==> config.mk <==
export PLATFORM = sky130hd
export DESIGN_NAME = hvrt_turn_cell
export DESIGN_NICKNAME = d
export VERILOG_FILES = /design/src/hw/rtl/hvrt_pkg.sv /design/src/hw/rtl/hvrt_div_cell.sv
export SDC_FILE = /design/constraint.sdc
export NUM_CORES = 1
export LEC_CHECK = 0
export BUFFER_PORTS_ARGS = -buffer_cell sky130_fd_sc_hd__buf_2
export CAP_MARGIN = 5
export CELL_PAD_IN_SITES_DETAIL_PLACEMENT = 0
export CELL_PAD_IN_SITES_GLOBAL_PLACEMENT = 2
export CORE_AREA = 2 2 300 302
export CTS_CLUSTER_SIZE = 24
export DETAILED_ROUTE_END_ITERATION = 6
export DIE_AREA = 0 0 302 304
export PLACE_DENSITY_LB_ADDON = 0.25
export SLEW_MARGIN = 25
export SYNTH_ARGS = -nofsm -noshare
export SYNTH_HDL_FRONTEND = slang
export SYNTH_SLANG_ARGS = --single-unit
==> constraint.sdc <==
create_clock -name clock -period 12 [get_ports clock]
set_input_delay 1.8 -clock clock [delete_from_list [all_inputs] [get_ports clock]]
set_output_delay 1.8 -clock clock [all_outputs]
set_load 0.05 [all_outputs]
==> src/hw/rtl/hvrt_pkg.sv <==
// Shared types and constants for the resistive torque pipeline.
`timescale 1ns / 1ps
package hvrt_pkg;

   localparam int DegreesPerTurnDefault = 360;
   localparam logic [21:0] DegPerRadQ16 = 22'd3754937;

   localparam logic [2:0] CSR_CLOSED   = 3'd0;
   localparam logic [2:0] CSR_OPEN     = 3'd1;
   localparam logic [2:0] CSR_VISCOUS  = 3'd2;
   localparam logic [2:0] CSR_COULOMB  = 3'd3;
   localparam logic [2:0] CSR_STIFF    = 3'd4;
   localparam logic [2:0] CSR_DAMP     = 3'd5;
   localparam logic [2:0] CSR_SMOOTH   = 3'd6;
   localparam logic [2:0] CSR_LIMIT    = 3'd7;

   // Cell counts of the three cell chains in the pipeline.
   localparam int WallSteps = 6;    // one dividend byte per turn-divide cell
   localparam int SqrtSteps = 32;   // one result bit per root cell
   localparam int DivSteps  = 32;   // one quotient bit per divide cell

   typedef struct packed {
      logic        quiet;
      logic        vneg;
      logic [31:0] wmag;
      logic [63:0] total;   // signed running sum
      logic        wall_on;
      logic        pen_neg;
      logic [32:0] pmag;
   } item_type;

   typedef struct packed {
      item_type    item;
      logic [63:0] num;     // coulomb numerator, |vel| * coulomb
      logic [63:0] sum;     // vel^2 + eps^2
      logic [47:0] stiff_n; // stiffness dividend, replaced by quotient bytes
      logic [11:0] stiff_r; // running remainder
      logic [47:0] omt_n;   // turn rate dividend, replaced by quotient bytes
      logic [11:0] omt_r;   // running remainder
   } wall_type;

   typedef struct packed {
      item_type    item;
      logic [63:0] num;     // coulomb numerator, |vel| * coulomb
      logic [63:0] rem;     // sqrt remainder / divide remainder
      logic [63:0] root;    // sqrt root, later divisor
      logic [63:0] quo;     // divide quotient bits
   } cell_type;

endpackage

==> src/hw/rtl/hvrt_div_cell.sv <==
// Divide steps: the friction quotient and the division by the turn constant.
`timescale 1ns / 1ps


// Long division by the turn constant, one dividend byte per cell, most
// significant byte first. The byte quotient comes from a reciprocal product,
// exact while remainder * 256 + byte stays below 256 * TurnDegrees.
module hvrt_turn_cell
   import hvrt_pkg::*;
#(
   parameter int Step        = 0,
   parameter int TurnDegrees = DegreesPerTurnDefault
) (
   input  logic     clock,
   input  logic     reset,
   input  logic     v_in,
   input  wall_type c_in,
   output logic     v_out,
   output wall_type c_out
);
   localparam int Hi = 47 - 8 * Step;
   localparam logic [11:0] Den = 12'(TurnDegrees);
   localparam logic [32:0] Recip =
      33'(((64'd1 << 32) + 64'(TurnDegrees) - 64'd1) / 64'(TurnDegrees));
   logic [19:0] st_t, om_t, st_m, om_m;
   logic [52:0] st_p, om_p;
   wall_type    c_next;
   wall_type    c_ff;
   logic        v_ff;

   always_comb begin
      c_next = c_in;
      st_t   = {c_in.stiff_r, c_in.stiff_n[Hi -: 8]};
      st_p   = 53'(st_t) * 53'(Recip);
      st_m   = 20'(st_p[39:32]) * 20'(Den);
      c_next.stiff_n[Hi -: 8] = st_p[39:32];
      c_next.stiff_r          = 12'(st_t - st_m);
      om_t   = {c_in.omt_r, c_in.omt_n[Hi -: 8]};
      om_p   = 53'(om_t) * 53'(Recip);
      om_m   = 20'(om_p[39:32]) * 20'(Den);
      c_next.omt_n[Hi -: 8] = om_p[39:32];
      c_next.omt_r          = 12'(om_t - om_m);
   end

   always_ff @(posedge clock) begin
      if (reset) begin
         v_ff <= 1'b0;
      end else begin
         v_ff <= v_in;
      end
      c_ff <= c_next;
   end

   assign v_out = v_ff;
   assign c_out = c_ff;
endmodule

==> flow_summary.toml <==
[routing]
post-route-drc-count = 0
vias_per_cell = 4.29
routed_wl_um = 140000
vias = 16022
drt_iter0_markers = 932
detail_route.first_pass.iterations = 5
ant_nets = 0
wl_per_cell_um = 37.4

[global_route]
grt_max_degree = 16
grt_first_pass_wirelength_um = 177000
grt_antenna_before_repair = 152
grt.total_usage_pct = 30.1
grt_pass1_vias = 17119
grt_overflow_total = 0

[critical_path]
required_ns = 12.52
slowest_delay_ns = 0.65
crit_top_cell = "fa_1"
cp_max_fo = 6
crit_family = "adder cells"
crit_type = "in -> reg"
crit_path_start_kind = "primary input"
endpoint_kind = "register"
critPathBufInv = 7
worstPathArrival_ns = 11.05
slowest_stage = "xor2_1"

[synthesis]
yosysTopAreaCellShare_pct = 37.8
ys_seq_elements = 382
synth-async-reset-ratio_pct = 0
postSynthCellCount = 1675
synth_nets = 2647
yosysSeqAreaShare_pct = 37.8
netlist_top_cells_area = "dfxtp_1, fa_1, ha_1"
synth-edff-count = 0
synth_area_leader_cell = "dfxtp_1"
syn_area_um2 = 20200
synth_top_flop_cell = "dfxtp_1"
avgSynthCellArea_um2 = 12.1
yosysUniqueCellTypes = 46
yosysWarnings = 0

[worst_hold_path]
hold_path.startpoint = "c_in[198]"
holdPathStages = 1
min_path_type = "in -> reg"
holdPathEnd = "c_out[198]"

[timing]
timing.fmax_ghz = 0.0950
finalHoldViolations = 0
min_period_ns = 10.53
rsz0062_at_grt = "false"
finalSetupViolations = 0
slew_headroom_pct = 49.7
fin_tns_setup_ns = 0
slew_viol_final = 0
worstMarginPinSlew_ns = 0.752
finalCritPeriodShare_pct = 87.8

[finish]
nNetsFinal = 3461
final_cell_mix = "buf_2, inv_1, dfxtp_1"
final_common_cell = "buf_2"
fill_cells = 9335
area_delta_synth_final_pct = 35.1
drive_gt1_share_pct = 33.6

[clock_tree]
cts_max_level = 2
postCtsHoldBufs = 0
tritoncts = "yes"
clock_path_buffers = 3
clkTransAtPathRegs_ns = 0.06
cts_inserted_buffers = 48
ctsResizeCount = 0
root_buffer = "clkbuf_16"
cts_setup_buffers = 0
clock_sinks = 382

[placement]
place.gp.congestion = 1.03
hpwlAfterDp_um = 127000
port_buffers = 765

[floorplanning]
coreArea_um2 = 89000
io_pins = 766
die_area_um2 = 91800
initial_core_util_pct = 22.7
die_w_um = 302
rows = 110
die_h_um = 304

[flow_run]
maxCapViolations = 0

[outcome]
status = "completed"
per-layer routing:
metal / up-vias / routed length [um] / track usage [%]
met1: 7952 / 56000 / 36.3
met4: 34 / 5440 / 9.13
met5: - / 262 / 0
met3: 338 / 10100 / 7.89
li1: 6929 / - / -
met2: 769 / 67800 / 52.2
through the flow:
stage	area [um2]	setup WS [ns]	hold WS (ns)	instances	utilization, %
5_1_grt	27300	0.995	1.24	3721	30.6
3_5_place_dp	25500	0.893	1.90	3615	28.7
4_1_cts	27300	1.45	1.23	3705	30.6
6_report	27300	1.47	1.27	3735	30.7
2_1_floorplan	20200	2.32	1.83	1675	-
3_3_place_gp	25500	0.861	1.90	3615	28.7
cell usage after synthesis, types with 2 or more instances:
library cell  instances
a211o_1               3
a211oi_1              4
a21boi_0              3
a21o_1               33
a21oi_1              50
a221oi_1              2
a31oi_1               2
a41o_1                2
and2_1                3
and3_1                5
and4_1                2
dfxtp_1             382
fa_1                233
ha_1                355
inv_1               418
nand2_1              17
nand2b_1              6
nand3_1               9
nand4_1               8
nor2_1               16
nor2b_1               8
nor3_1                5
o211ai_1              2
o21a_1                4
o21ai_0              19
o21bai_1              3
o22ai_1               3
o41ai_1               2
xnor2_1              41
xor2_1               19
worst max path at each step:
| stage | startpoint | end | slack (ns) | depth (start not counted) |
|---|---|---|---|---|
| detailed placement | c_in[117] | c_out[71] | 0.89 | 32 |
| floorplan | c_in[55] | c_out[11] | 2.32 | 32 |
| global placement | c_in[117] | c_out[71] | 0.86 | 32 |
| finish | c_in[117] | c_out[71] | 1.47 | 32 |
| CTS | c_in[117] | c_out[71] | 1.45 | 32 |
| global route | c_in[117] | c_out[71] | 0.99 | 32 |
flip-flops by register name, summed over array words and instances (netlist names):
register  cells
c_out       381
v_out         1
area by class of cell:
type	instances	area, um2	area share (%)
Multi-Input combinational cell	874	11000	40.3
Clock buffer	63	1330	4.86
Clock inverter	27	403	1.47
Inverter	418	1570	5.74
Tap cell	1176	1470	5.38
Sequential cell	382	7650	28.0
Antenna cell	30	75.1	0.275
Timing Repair Buffer	765	3830	14.0
kinds of logic (layout without fill, tap and decap cells):
kind of cell / count (synthesis) / after routing / share of synthesized area [%]
fa+ha+maj: 588 / 588 / 45.0
buf+inv: 419 / 1273 / 7.78
flops: 382 / 382 / 37.8
compound gates: 141 / 141 / 4.58
simple gates: 85 / 85 / 2.21
xor+xnor: 60 / 60 / 2.60
other cells: 0 / 30 / 0
Power is left out: the tool's default activity adds up to more than one toggle a clock period on the data nets, which glitch-free logic cannot reach.
