===== config.mk =====
export PLATFORM = sky130hd
export DESIGN_NAME = hvrt_div_cell
export DESIGN_NICKNAME = d
export VERILOG_FILES = /design/src/hw/rtl/hvrt_pkg.sv /design/src/hw/rtl/hvrt_div_cell.sv
export SDC_FILE = /design/constraint.sdc
export NUM_CORES = 1
export LEC_CHECK = 0
export BUFFER_PORTS_ARGS = -buffer_cell sky130_fd_sc_hd__buf_2
export CORE_AREA = 2 2 306 308
export CTS_CLUSTER_DIAMETER = 100
export DETAILED_ROUTE_END_ITERATION = 8
export DIE_AREA = 0 0 308 310
export GPL_TIMING_DRIVEN = 0
export SLEW_MARGIN = 20
export SYNTH_ARGS = -nofsm -noshare
export SYNTH_HDL_FRONTEND = slang
export SYNTH_SLANG_ARGS = --single-unit
export TNS_END_PERCENT = 5

===== constraint.sdc =====
create_clock -name clock -period 9.4 [get_ports clock]
set_input_delay 1.88 -clock clock [delete_from_list [all_inputs] [get_ports clock]]
set_output_delay 1.88 -clock clock [all_outputs]
set_load 0.005 [all_outputs]

===== src/hw/rtl/hvrt_pkg.sv =====
// Shared types and constants for the resistive torque pipeline.
`timescale 1ns / 1ps
package hvrt_pkg;

   localparam int DegreesPerTurnDefault = 360;
   localparam logic [21:0] DegPerRadQ16 = 22'd3754937;

   localparam logic [2:0] CSR_CLOSED   = 3'd0;
   localparam logic [2:0] CSR_OPEN     = 3'd1;
   localparam logic [2:0] CSR_VISCOUS  = 3'd2;
   localparam logic [2:0] CSR_COULOMB  = 3'd3;
   localparam logic [2:0] CSR_STIFF    = 3'd4;
   localparam logic [2:0] CSR_DAMP     = 3'd5;
   localparam logic [2:0] CSR_SMOOTH   = 3'd6;
   localparam logic [2:0] CSR_LIMIT    = 3'd7;

   // Cell counts of the three cell chains in the pipeline.
   localparam int WallSteps = 6;    // one dividend byte per turn-divide cell
   localparam int SqrtSteps = 32;   // one result bit per root cell
   localparam int DivSteps  = 32;   // one quotient bit per divide cell

   typedef struct packed {
      logic        quiet;
      logic        vneg;
      logic [31:0] wmag;
      logic [63:0] total;   // signed running sum
      logic        wall_on;
      logic        pen_neg;
      logic [32:0] pmag;
   } item_type;

   typedef struct packed {
      item_type    item;
      logic [63:0] num;     // coulomb numerator, |vel| * coulomb
      logic [63:0] sum;     // vel^2 + eps^2
      logic [47:0] stiff_n; // stiffness dividend, replaced by quotient bytes
      logic [11:0] stiff_r; // running remainder
      logic [47:0] omt_n;   // turn rate dividend, replaced by quotient bytes
      logic [11:0] omt_r;   // running remainder
   } wall_type;

   typedef struct packed {
      item_type    item;
      logic [63:0] num;     // coulomb numerator, |vel| * coulomb
      logic [63:0] rem;     // sqrt remainder / divide remainder
      logic [63:0] root;    // sqrt root, later divisor
      logic [63:0] quo;     // divide quotient bits
   } cell_type;

endpackage


===== src/hw/rtl/hvrt_div_cell.sv =====
// Divide steps: the friction quotient and the division by the turn constant.
`timescale 1ns / 1ps
module hvrt_div_cell
   import hvrt_pkg::*;
#(
   parameter int Step = 0
) (
   input  logic     clock,
   input  logic     reset,
   input  logic     v_in,
   input  cell_type c_in,
   output logic     v_out,
   output cell_type c_out
);
   localparam int Bit = 31 - Step;
   logic [63:0] part;
   cell_type    c_next;
   cell_type    c_ff;
   logic        v_ff;

   // rem holds the partial remainder; num holds the dividend.
   always_comb begin
      c_next = c_in;
      part   = {c_in.rem[62:0], c_in.num[Bit]};
      if (c_in.root != 64'd0 && part >= c_in.root) begin
         c_next.rem      = part - c_in.root;
         c_next.quo[Bit] = 1'b1;
      end else begin
         c_next.rem = part;
      end
   end

   always_ff @(posedge clock) begin
      if (reset) begin
         v_ff <= 1'b0;
      end else begin
         v_ff <= v_in;
      end
      c_ff <= c_next;
   end

   assign v_out = v_ff;
   assign c_out = c_ff;
endmodule



==> summary.md <==
| Metric | Value |
|---|---|
| Crit path launch type | primary input |
| DP Wirelength | between 70,000 and 80,000 µm |
| Hold violation count in the final report | 0 |
| Max Fclk | 189 MHz |
| Count of standard-cell rows | roughly 110 |
| Number of global-route vias before repair | 12,031 |
| Setup-violating endpoint count in the final report | 0 |
| Post-route DRC violation count | 0 |
| Via count | between 10,000 and 15,000 |
| CTS tree | built |
| Pin count of the biggest net entering global routing | 15 |
| Area enclosed by the die boundary | 95,500 µm² |
| Share of cells above drive strength 1 | 44.3% |
| Std-Cell Core Area | just over 90,000 µm² |
| Area Growth Syn to Fin | 56.0% |
| Largest fanout on the critical path | 6 |
| Count of final max-slew check failures | 0 |
| Horizontal die dimension | approximately 310 µm |
| Worst slack at placement | about 3.3 ns |
| Path type of the worst min-delay path | in -> reg |
| Leakage power total | about 9.6 nW |
| Post-DR vias/cell | approximately 3.8 |
| RSZ-0062 raised after global routing | no |
| Initial antenna violation count | 98 |
| Post-Synthesis Mean Instance Area | ~11 µm² |
| Primary FF master, synth | sky130_fd_sc_hd__dfxtp_1 |
| Ratio of total power to cell area | between 200 and 250 nW/µm² |
| Nature of the critical path endpoint | flop |
| Total wirelength of the detailed-routed design | just under 90,000 µm |
| Total number of nets in the final design | 2,484 |
| Port-buffer cells | between 700 and 800 |
| Sequential cell area fraction in the yosys report | between 60 and 70% |
| Actual transition at the worst max-transition pin | ~0.95 ns |
| Post-Syn Area | 12,900 µm² |
| Classification of the worst setup path | in -> reg |
| Crit path DAT | 5.82 ns |
| Initial cell density of the core | roughly 14% |
| Top Ports | 782 |
| Y dimension of the die | a little over 300 µm |
| Final Hold Slack | between 1 and 1.5 ns |
| Clock transition at the register clock pins on the worst setup and hold paths after CTS | 0.06 ns |
| Reported max-cap violation count | 0 |
| Global-route total usage across every layer | between 10% and 20% |
| Required time at the endpoint of the critical path | between 9 and 10 ns |
| Average wire length per cell after detail routing | approximately 26 µm |
| Buffer depth of the longest clock path | 3 |
| Distinct cell type count of the synthesized netlist | 69 |
| Routability Congestion | slightly below 0.9 |
| Number of gates resized after cts | 0 |
| Number of synthesized flops with an enable pin | 0 |
| Initial drt markers | 631 |
| Clock tree root buffer cell | sky130_fd_sc_hd__clkbuf_16 |
| VDD IR-drop max | between 0.1 and 0.15 mV |
| Proportion of register bits with asynchronous set or reset after synthesis | 0% |
| Share of the cycle needed by the critical path after routing | roughly 56% |
| Minimum clock period after layout | 5.30 ns |
| Worst slew margin relative to its limit | a little over a third |
| Status | completed |
| Hold_buf cts | 0 |
| TritonCTS Buffers | 51 |
| Post-synthesis sequential element count | between 300 and 400 |
| Setup WS post-layout | around 4.1 ns |
| Warnings, synthesis | 0 |
| Clock net sink count | between 300 and 400 |
| Number of H-tree levels | 2 |
| GRT overflow | 0 |
| Pre-antenna DRT Iters | 4 |
| Syn Inst Count | around 1,200 |
| Antenna viol nets, final | 0 |
| Post-CTS Setup Repair Bufs | 0 |
| Wire length of the first global-routing pass | approximately 110,000 µm |
| Accumulated negative setup slack | 0 ns |
| Synthesized net count | between 1,500 and 2,000 |
per-layer routing:
layer	track usage, %	wire, µm	part of all wire, %
met1	17.3	29500	34
met2	30.9	43200	50
met3	9.00	10800	13
met4	4.72	2500	2.9
met5	0	471	0.54
worst max-delay path, stage by stage:
cell	delay, ns
sky130_fd_sc_hd__buf_2	0.16
sky130_fd_sc_hd__inv_1	0.07
sky130_fd_sc_hd__ha_1	0.40
sky130_fd_sc_hd__nand2_1	0.15
sky130_fd_sc_hd__nor3_1	0.57
sky130_fd_sc_hd__nand3_1	0.17
sky130_fd_sc_hd__or3_1	0.46
sky130_fd_sc_hd__a211oi_1	0.81
sky130_fd_sc_hd__o21ai_0	0.38
sky130_fd_sc_hd__nand3_1	0.23
sky130_fd_sc_hd__a211oi_1	0.12
sky130_fd_sc_hd__xnor2_1	0.13
sky130_fd_sc_hd__mux2_2	0.27
synth_stat cells (13+ instances only):
cell type                    n  area [µm²]
sky130_fd_sc_hd__dfxtp_1   390        7810
sky130_fd_sc_hd__a21oi_1   129         646
sky130_fd_sc_hd__inv_1      83         312
sky130_fd_sc_hd__nor2_1     83         312
sky130_fd_sc_hd__ha_1       64         801
sky130_fd_sc_hd__nand2_1    56         210
sky130_fd_sc_hd__o21ai_0    46         230
sky130_fd_sc_hd__xnor2_1    29         254
sky130_fd_sc_hd__xor2_1     28         245
sky130_fd_sc_hd__a21o_1     26         195
sky130_fd_sc_hd__nor4_1     20         125
sky130_fd_sc_hd__nand4_1    18         113
sky130_fd_sc_hd__o21a_1     17         128
sky130_fd_sc_hd__clkbuf_1   15        56.3
sky130_fd_sc_hd__nand3_1    13        65.1
final timing paths:
path,startpoint,endpoint,slack (ns),cells after the start
worst min-delay path,c_in[320],c_out[320],1.33,1
worst max-delay path,c_in[91],c_out[189],4.10,13
cell type report:
type | instances | area, µm²
clock inverters | 29 | 369
diodes | 12 | 30.0
inverters | 83 | 312
fillers | 10296 | 72400
repair buffers | 781 | 3910
clock buffers | 65 | 1400
plain buffers | 34 | 178
multi-input cells | 686 | 4610
well taps | 1197 | 1500
flip-flops and latches | 390 | 7810
stage by stage:
stage / instance area [µm²] / utilization [%] / cells / power, mW
after CTS: 20100 / 21.7 / 3265 / 4.67
after global placement: 18300 / 19.8 / 3170 / 2.57
after detailed placement: 18300 / 19.8 / 3171 / 2.57
after global routing: 20100 / 21.7 / 3267 / 4.79
after floorplan: 12900 / - / 1193 / 2.15
final: 20100 / 21.8 / 3277 / 4.57
cell families (layout without fill, tap and decap cells):
kind of cell | after synthesis | in the layout | synth area share (%)
buffers and inverters | 117 | 992 | 3.79
other | 0 | 12 | 0
XOR/XNOR | 57 | 57 | 3.87
adder cells (fa/ha/maj) | 65 | 65 | 6.36
flip-flops | 390 | 390 | 60.5
multiplexers | 17 | 17 | 1.48
AND/OR/NAND/NOR | 261 | 261 | 10.2
AO/OA/AOI/OAI | 286 | 286 | 13.8
power breakdown:
part,internal (mW),switching [mW]
Sequential,1.78,0.0300
Combinational,0.287,0.427
Clock,1.21,0.844
Total,3.27,1.30
sequential cells by signal, summed over array words and instances (netlist names):
name / flops
c_out: 389
v_out: 1
cells in the final DEF (no fill, tap or decap), types with 5 or more instances in the layout:
| cell type | n |
|---|---|
| sky130_fd_sc_hd__buf_2 | 790 |
| sky130_fd_sc_hd__dfxtp_1 | 390 |
| sky130_fd_sc_hd__a21oi_1 | 129 |
| sky130_fd_sc_hd__inv_1 | 83 |
| sky130_fd_sc_hd__nor2_1 | 83 |
| sky130_fd_sc_hd__ha_1 | 64 |
| sky130_fd_sc_hd__nand2_1 | 56 |
| sky130_fd_sc_hd__clkbuf_16 | 52 |
| sky130_fd_sc_hd__o21ai_0 | 46 |
| sky130_fd_sc_hd__xnor2_1 | 29 |
| sky130_fd_sc_hd__xor2_1 | 28 |
| sky130_fd_sc_hd__a21o_1 | 26 |
| sky130_fd_sc_hd__clkbuf_1 | 23 |
| sky130_fd_sc_hd__nand4_1 | 18 |
| sky130_fd_sc_hd__nor4_1 | 18 |
| sky130_fd_sc_hd__o21a_1 | 17 |
| sky130_fd_sc_hd__nand3_1 | 13 |
| sky130_fd_sc_hd__diode_2 | 12 |
| sky130_fd_sc_hd__nor3_1 | 12 |
| sky130_fd_sc_hd__nor2b_1 | 12 |
| sky130_fd_sc_hd__mux2_2 | 10 |
| sky130_fd_sc_hd__nand2b_1 | 9 |
| sky130_fd_sc_hd__buf_4 | 9 |
| sky130_fd_sc_hd__a211oi_1 | 9 |
| sky130_fd_sc_hd__a31oi_1 | 8 |
| sky130_fd_sc_hd__o211ai_1 | 7 |
| sky130_fd_sc_hd__and3_1 | 7 |
| sky130_fd_sc_hd__mux2_1 | 7 |
| sky130_fd_sc_hd__a21boi_0 | 6 |
| sky130_fd_sc_hd__or3_1 | 6 |
| sky130_fd_sc_hd__clkinvlp_4 | 6 |
| sky130_fd_sc_hd__clkinv_2 | 6 |
| sky130_fd_sc_hd__o21bai_1 | 5 |
| sky130_fd_sc_hd__clkinv_4 | 5 |
| sky130_fd_sc_hd__bufinv_16 | 5 |
| sky130_fd_sc_hd__clkbuf_8 | 5 |
No activity file was read; power rests on OpenSTA's default activity.
