`config.mk`:
```
export PLATFORM = sky130hd
export DESIGN_NAME = hvrt_root_cell
export DESIGN_NICKNAME = d
export VERILOG_FILES = /design/src/hw/rtl/hvrt_pkg.sv /design/src/hw/rtl/hvrt_root_cell.sv
export SDC_FILE = /design/constraint.sdc
export NUM_CORES = 1
export LEC_CHECK = 0
export ABC_AREA = 0
export BUFFER_PORTS_ARGS = -buffer_cell sky130_fd_sc_hd__buf_2
export CAP_MARGIN = 25
export CORE_AREA = 8 8 294 296
export CTS_CLUSTER_DIAMETER = 150
export DETAILED_ROUTE_END_ITERATION = 16
export DIE_AREA = 0 0 302 304
export PLACE_DENSITY = 0.42
export SYNTH_ARGS = -nofsm -noshare
export SYNTH_HDL_FRONTEND = slang
export SYNTH_SLANG_ARGS = --single-unit
```
`constraint.sdc`:
```
create_clock -name clock -period 5.1 [get_ports clock]
set_input_delay 1.02 -clock clock [delete_from_list [all_inputs] [get_ports clock]]
set_output_delay 1.02 -clock clock [all_outputs]
set_load 0.01 [all_outputs]
```
`src/hw/rtl/hvrt_pkg.sv`:
```
// Shared types and constants for the resistive torque pipeline.
`timescale 1ns / 1ps
package hvrt_pkg;

   localparam int DegreesPerTurnDefault = 360;
   localparam logic [21:0] DegPerRadQ16 = 22'd3754937;

   localparam logic [2:0] CSR_CLOSED   = 3'd0;
   localparam logic [2:0] CSR_OPEN     = 3'd1;
   localparam logic [2:0] CSR_VISCOUS  = 3'd2;
   localparam logic [2:0] CSR_COULOMB  = 3'd3;
   localparam logic [2:0] CSR_STIFF    = 3'd4;
   localparam logic [2:0] CSR_DAMP     = 3'd5;
   localparam logic [2:0] CSR_SMOOTH   = 3'd6;
   localparam logic [2:0] CSR_LIMIT    = 3'd7;

   // Cell counts of the three cell chains in the pipeline.
   localparam int WallSteps = 6;    // one dividend byte per turn-divide cell
   localparam int SqrtSteps = 32;   // one result bit per root cell
   localparam int DivSteps  = 32;   // one quotient bit per divide cell

   typedef struct packed {
      logic        quiet;
      logic        vneg;
      logic [31:0] wmag;
      logic [63:0] total;   // signed running sum
      logic        wall_on;
      logic        pen_neg;
      logic [32:0] pmag;
   } item_type;

   typedef struct packed {
      item_type    item;
      logic [63:0] num;     // coulomb numerator, |vel| * coulomb
      logic [63:0] sum;     // vel^2 + eps^2
      logic [47:0] stiff_n; // stiffness dividend, replaced by quotient bytes
      logic [11:0] stiff_r; // running remainder
      logic [47:0] omt_n;   // turn rate dividend, replaced by quotient bytes
      logic [11:0] omt_r;   // running remainder
   } wall_type;

   typedef struct packed {
      item_type    item;
      logic [63:0] num;     // coulomb numerator, |vel| * coulomb
      logic [63:0] rem;     // sqrt remainder / divide remainder
      logic [63:0] root;    // sqrt root, later divisor
      logic [63:0] quo;     // divide quotient bits
   } cell_type;

endpackage

```
`src/hw/rtl/hvrt_root_cell.sv`:
```
// One step of the bit-pair square root, passed along the chain each cycle.
`timescale 1ns / 1ps
module hvrt_root_cell
   import hvrt_pkg::*;
#(
   parameter int Step = 0
) (
   input  logic     clock,
   input  logic     reset,
   input  logic     v_in,
   input  cell_type c_in,
   output logic     v_out,
   output cell_type c_out
);
   localparam int Shift = 62 - 2 * Step;
   logic [63:0] bit_w;
   logic [63:0] trial;
   cell_type    c_in_w;
   cell_type    c_ff;
   logic        v_ff;

   always_comb begin
      bit_w  = 64'd1 << Shift;
      trial  = c_in.root + bit_w;
      c_in_w = c_in;
      if (c_in.rem >= trial) begin
         c_in_w.rem  = c_in.rem - trial;
         c_in_w.root = (c_in.root >> 1) + bit_w;
      end else begin
         c_in_w.root = c_in.root >> 1;
      end
   end

   always_ff @(posedge clock) begin
      if (reset) begin
         v_ff <= 1'b0;
      end else begin
         v_ff <= v_in;
      end
      c_ff <= c_in_w;
   end

   assign v_out = v_ff;
   assign c_out = c_ff;
endmodule

```
==> out/results.txt, run 1 <==
switching portion of total power: 0.2876
EDFF count, synth: 0
vias in the first global route: 12800
post-synth top area share: 0.6181
maximum clock frequency: 0.2454 GHz
MaxCap Viol Count: 0
die footprint: 91810 um^2
Psw: 2.442 mW
die height: 304 um
unrepaired setup endpoints after global routing: false
Hold Path Origin: c_in[251]
share of cells above drive strength 1: 0.4386
Placer Congestion: 0.8456
die width: 302 um
Seq pwr share: 0.396
cts bufs inserted: 48
post-route minimum period: 4.074 ns
CTS HTree Levels: 2
Critical Path Slowest Stage Cell: o31ai_1
Antenna Violating Nets Remaining: 0
Clk pwr share: 0.438
via count: 12120
Syn. warnings: 0
peak supply drop: 231.7 uV
status: completed
worst slew pin tran: 0.8833 ns
post-CTS setup buffer count: 0
syn_nets: 1650
P&R area growth vs syn: 54.76%
hold-fix buffers at CTS: 0
Initial Util: 0.1548
most common cell in the netlist: dfxtp_1
flops & latches, synth: 390
grt ovf: 0
Filler Cells Inserted: 8867
Max FO, Critical Path: 4
Total Routing Usage GR: 0.1740
first-pass GRT wire length: 110.2 mm
Post-synth top cells: dfxtp_1 (390), nand2_1 (125), o21ai_0 (105)
Core Footprint: 81580 um^2
TritonCTS clock tree: done
top cells by area, synth: dfxtp_1 (62%), ha_1 (6.3%), o21ai_0 (4.2%), nand2_1 (3.7%), a21oi_1 (3.4%)
# resized after CTS: 0
drt first pass iters: 5
unique cell type count in the Yosys netlist: 57
period utilization: 0.7989
Comb pwr share: 0.166
First DRT Iteration DRCs: 627
Internal: 6.050 mW
met3 routed WL: 11.88 mm
Syn Inst Count: 1193
CTS clock-pin slew for the worst setup and hold paths: 0.06 ns
# nets final: 2444
critical path endpoint category: flip-flop
crit path cell chain: buf_2 -> inv_1 -> ha_1 -> fa_1 -> nor2b_1 -> o221ai_1 -> a21oi_1 -> o21ai_1 -> a21bo_2 -> o31a_1 -> o31ai_1 -> a21oi_1 -> xor2_1 -> o21ai_1
CP Data Arrival Time: 4.57 ns
io pins: 782
DPL Wire Length: 73.67 mm
met1 WL: 30.30 mm
Final Hold Fails: 0
drt via density: 3.893
fin. max-slew vios: 0
WP data required: 5.60 ns
Netlist Area Pre-Place: 12630 um^2
final hold slack: 0.5252 ns
# rows: 105
post-DR wirelength/cell: 27.02 um
pwr dens: 434.4 nW/um^2
Fin Setup TNS: 0 ns
Startpoint Class: input pin
met2 WL: 38.30 mm
Residual DRC: 0
final wirelength: 84.16 mm
syn avg cell area: 10.59 um^2
largest net degree at the start of global routing: 85
Seq/Total Area, Yosys: 0.6181
type of the tightest min-delay check: in -> reg
CTS max path bufs: 3
Cells on Worst Hold Path: 1
slowest stage delay, CP: 0.80 ns
Hold EP: c_out[251]$_DFF_P_
final setup violation count: 0
Synth Flop Type: dfxtp_1
top routing layer in use: met5
Slew headroom: 0.4061
CTS Sinks: 390
Async S/R FF share, synth: 0
IO buf count: 781
initial antenna violation count: 70
Leakage: 9.503 nW
critical path class: in -> reg
CTS root buf: clkbuf_16
largest area contributor in the netlist: dfxtp_1
[per-layer routing]
layer / GRT usage / up-vias
met1: 0.1770 / 5567
met2: 0.2827 / 644
met3: 0.1130 / 176
met4: 0.06838 / 52
met5: 0 / -
li1: - / 5683
[how the worst max path moves through the flow]
stage / cells after the start / end / from
after floorplan: 13 / c_out[182]$_DFF_P_ / c_in[128]
after global placement: 14 / c_out[190]$_DFF_P_ / c_in[128]
after detailed placement: 14 / c_out[190]$_DFF_P_ / c_in[128]
after CTS: 14 / c_out[190]$_DFF_P_ / c_in[128]
after global routing: 14 / c_out[190]$_DFF_P_ / c_in[128]
final: 14 / c_out[190]$_DFF_P_ / c_in[128]
[state kept, by name, summed over array words and instances (netlist names)]
name	count
c_out	389
v_out	1
[layout make-up]
type | count | area [um^2] | share of cell area
Sequential cell | 390 | 7807 | 0.3994
Multi-Input combinational cell | 678 | 4328 | 0.2214
Timing Repair Buffer | 788 | 3986 | 0.2039
Tap cell | 1070 | 1339 | 0.06848
Clock buffer | 58 | 1320 | 0.06752
Clock inverter | 32 | 422.9 | 0.02163
Inverter | 81 | 304.0 | 0.01555
Antenna cell | 17 | 42.54 | 0.002176
[logic make-up (layout without fill, tap and decap cells)]
logic type / after synthesis / count (layout) / synth area share
AO/OA/AOI/OAI: 298 / 298 / 0.1414
buffers and inverters: 125 / 959 / 0.03982
XOR/XNOR: 64 / 64 / 0.04437
adder cells (fa/ha/maj): 65 / 65 / 0.06498
other: 0 / 17 / 0
flip-flops: 390 / 390 / 0.6181
AND/OR/NAND/NOR: 250 / 250 / 0.09053
multiplexers: 1 / 1 / 0.0007924
[critical path, delay by kind of cell]
kind / cells / cell delay, ns
AOI/OAI and AO/OA: 8 / 2.38
adders and majority gates: 2 / 0.62
xor gates and xnor gates: 1 / 0.22
and+or+nand+nor: 1 / 0.17
buffers and inverters: 2 / 0.15
[stage by stage]
stage	area (um^2)	instances	setup WS (ns)	utilization	total power, mW
global placement	17760	3007	0.3556	0.2177	4.880
detailed placement	17760	3007	0.3740	0.2177	4.863
CTS	19510	3097	1.006	0.2391	8.673
finish	19550	3114	1.026	0.2396	8.492
floorplan	12630	1193	1.590	-	4.085
global route	19520	3102	0.7860	0.2393	8.887
[power by group through the flow]
stage               clock [mW]  combinational (mW)  sequential [mW]
finish                    3.72                1.41             3.36
global route              3.96                1.54             3.39
global placement             0                1.45             3.43
detailed placement           0                1.44             3.43
floorplan                    0               0.536             3.55
CTS                       3.86                1.45             3.37
[placed cells by master (no fill, tap or decap), types with 8 or more instances in the layout]
cell type	count
buf_2	781
dfxtp_1	390
nand2_1	125
o21ai_0	105
a21oi_1	85
inv_1	81
ha_1	64
clkbuf_16	49
xnor2_1	39
nor2_1	36
a21o_1	29
nand4_1	26
xor2_1	25
diode_2	17
nand3_1	14
nor3_1	13
a31oi_1	12
o21bai_1	11
nor2b_1	10
o21ai_1	9
o21a_1	8
nand2b_1	8
(Power assumes the default switching activity.)
==> run 2: changes to the inputs <==
PLACE_DENSITY = 0.43   (was 0.42)
clock period = 3.5 ns   (was 5.1 ns; I/O delays follow)
==> run 2 against run 1 <==
Clock-buffer cell count grew 4. Global-route usage grew 0.21 points. Combinational power grew 63%. Final area grew 5.8%. Highest routed layer unchanged. Critical path type unchanged.
==> out/results.txt, run 2 (synthesis gave the netlist of run 1 again) <==
status: completed
Startpoint Class: input pin
CTS max path bufs: 3 (unchanged)
WP data required: 3.97 ns (-1.63 ns)
most common cell after layout, fill and taps aside: buf_2
post-CTS setup buffer count: 0 (unchanged)
CTS clock-pin slew for the worst setup and hold paths: 0.06 ns (about the same)
hold-fix buffers at CTS: 0 (unchanged)
Core Footprint: 81580 um^2 (unchanged)
Antenna Violating Nets Remaining: 0 (unchanged)
number of flip-flops under the largest register name: 389 (unchanged)
CTS root buf: clkbuf_16
Residual DRC: 0 (unchanged)
DPL Wire Length: 74.51 mm (+1.1%)
peak supply drop: 316.0 uV (+36%)
Initial Util: 0.1548 (unchanged)
grt ovf: 0 (unchanged)
drt via density: 3.883 (-0.26%)
# rows: 105 (unchanged)
die width: 302 um (unchanged)
Tot Pwr: 12.71 mW (+50%)
Total Routing Usage GR: 0.1760 (+0.002075)
final setup violation count: 0 (unchanged)
post-route minimum period: 3.224 ns
period utilization: 0.9212
Max FO, Critical Path: 4 (unchanged)
via count: 12650 (+4.4%)
Leakage: 10.22 nW (+7.6%)
vias in the first global route: 13480 (+5.3%)
io pins: 782 (unchanged)
maximum clock frequency: 0.3102 GHz
IO buf count: 781 (unchanged)
cts bufs inserted: 49 (+2.1%)
die height: 304 um (unchanged)
TritonCTS clock tree: done
die footprint: 91810 um^2 (unchanged)
first-pass GRT wire length: 112.6 mm (+2.2%)
final wirelength: 84.91 mm (+0.90%)
P&R area growth vs syn: 63.75%
Slew headroom: 0.6026 (+0.1965)
worst slew pin tran: 0.5899 ns (-0.2934 ns)
critical path class: in -> reg
# nets final: 2592 (+6.1%)
largest net degree at the start of global routing: 44 (-48%)
# resized after CTS: 0 (unchanged)
First DRT Iteration DRCs: 708 (+13%)
CTS Sinks: 390 (unchanged)
CTS HTree Levels: 2 (unchanged)
fin. max-slew vios: 0 (unchanged)
unrepaired setup endpoints after global routing: false
final core utilization: 0.2535 (+0.01391)
critical path endpoint category: flip-flop
most frequent cells in the layout: buf_2 (781), dfxtp_1 (390), buf_4 (150)
Final Hold Fails: 0 (unchanged)
post-DR wirelength/cell: 26.05 um (-3.6%)
MaxCap Viol Count: 0 (unchanged)
CP Data Arrival Time: 3.69 ns (-0.88 ns)
share of cells above drive strength 1: 0.4738 (+0.03518)
drt first pass iters: 6 (+1)
pwr dens: 614.6 nW/um^2 (+41%)
type of the tightest min-delay check: in -> reg
Placer Congestion: 0.8723 (+3.2%)
initial antenna violation count: 72 (+2.9%)
[run 2: layout make-up]
class	count	area (um^2)
clock inverters	26	424.2
multi-input cells	678	4328
diodes	17	42.54
repair buffers	935	5115
inverters	81	304.0
fillers	8895	60900
well taps	1070	1339
flip-flops and latches	390	7807
clock buffers	62	1325
[run 2: path summary, 6_finish.rpt]
check       from                  to  slack, ns  depth (start not counted)
max    c_in[128]  c_out[182]$_DFF_P_       0.28                         14
min    c_in[246]  c_out[246]$_DFF_P_       0.20                          1
[run 2: per-layer routing]
metal  GRT usage  wire (um)  up-vias
met2      0.2891      38840      619
met4     0.06771       3611       52
met1      0.1813      30520     5851
met3      0.1075      11620      177
li1            -          -     5955
met5           0        325        -
[run 2: through the flow]
stage	cells	setup slack [ns]	setup TNS, ns	hold WS (ns)	instance area (um^2)
floorplan	1193	0.3098	0	0.7277	12630
global placement	3154	-0.3084	-6.518	0.8021	18890
CTS	3242	0.3175	0	0.1456	20640
detailed placement	3154	-0.3207	-8.484	0.8036	18890
finish	3259	0.2759	0	0.2044	20680
global route	3245	0.009686	0	0.1599	20650
[run 2: power breakdown]
| part | switching (mW) | internal, mW | leakage, nW |
|---|---|---|---|
| combinational | 1.33 | 0.971 | 6.09 |
| sequential | 0.109 | 4.80 | 3.29 |
| clock | 2.14 | 3.37 | 0.841 |
[run 2: worst max-delay path, cell delays in order]
cell and delay [ns]:
buf_2 0.08, inv_1 0.06, ha_1 0.21, fa_1 0.39
nor2b_1 0.18, o221ai_1 0.20, a21oi_1 0.17, o21ai_1 0.11
a21bo_2 0.26, o31a_1 0.35, o31a_1 0.44, o31ai_2 0.29
xnor2_1 0.17, o21ai_2 0.06
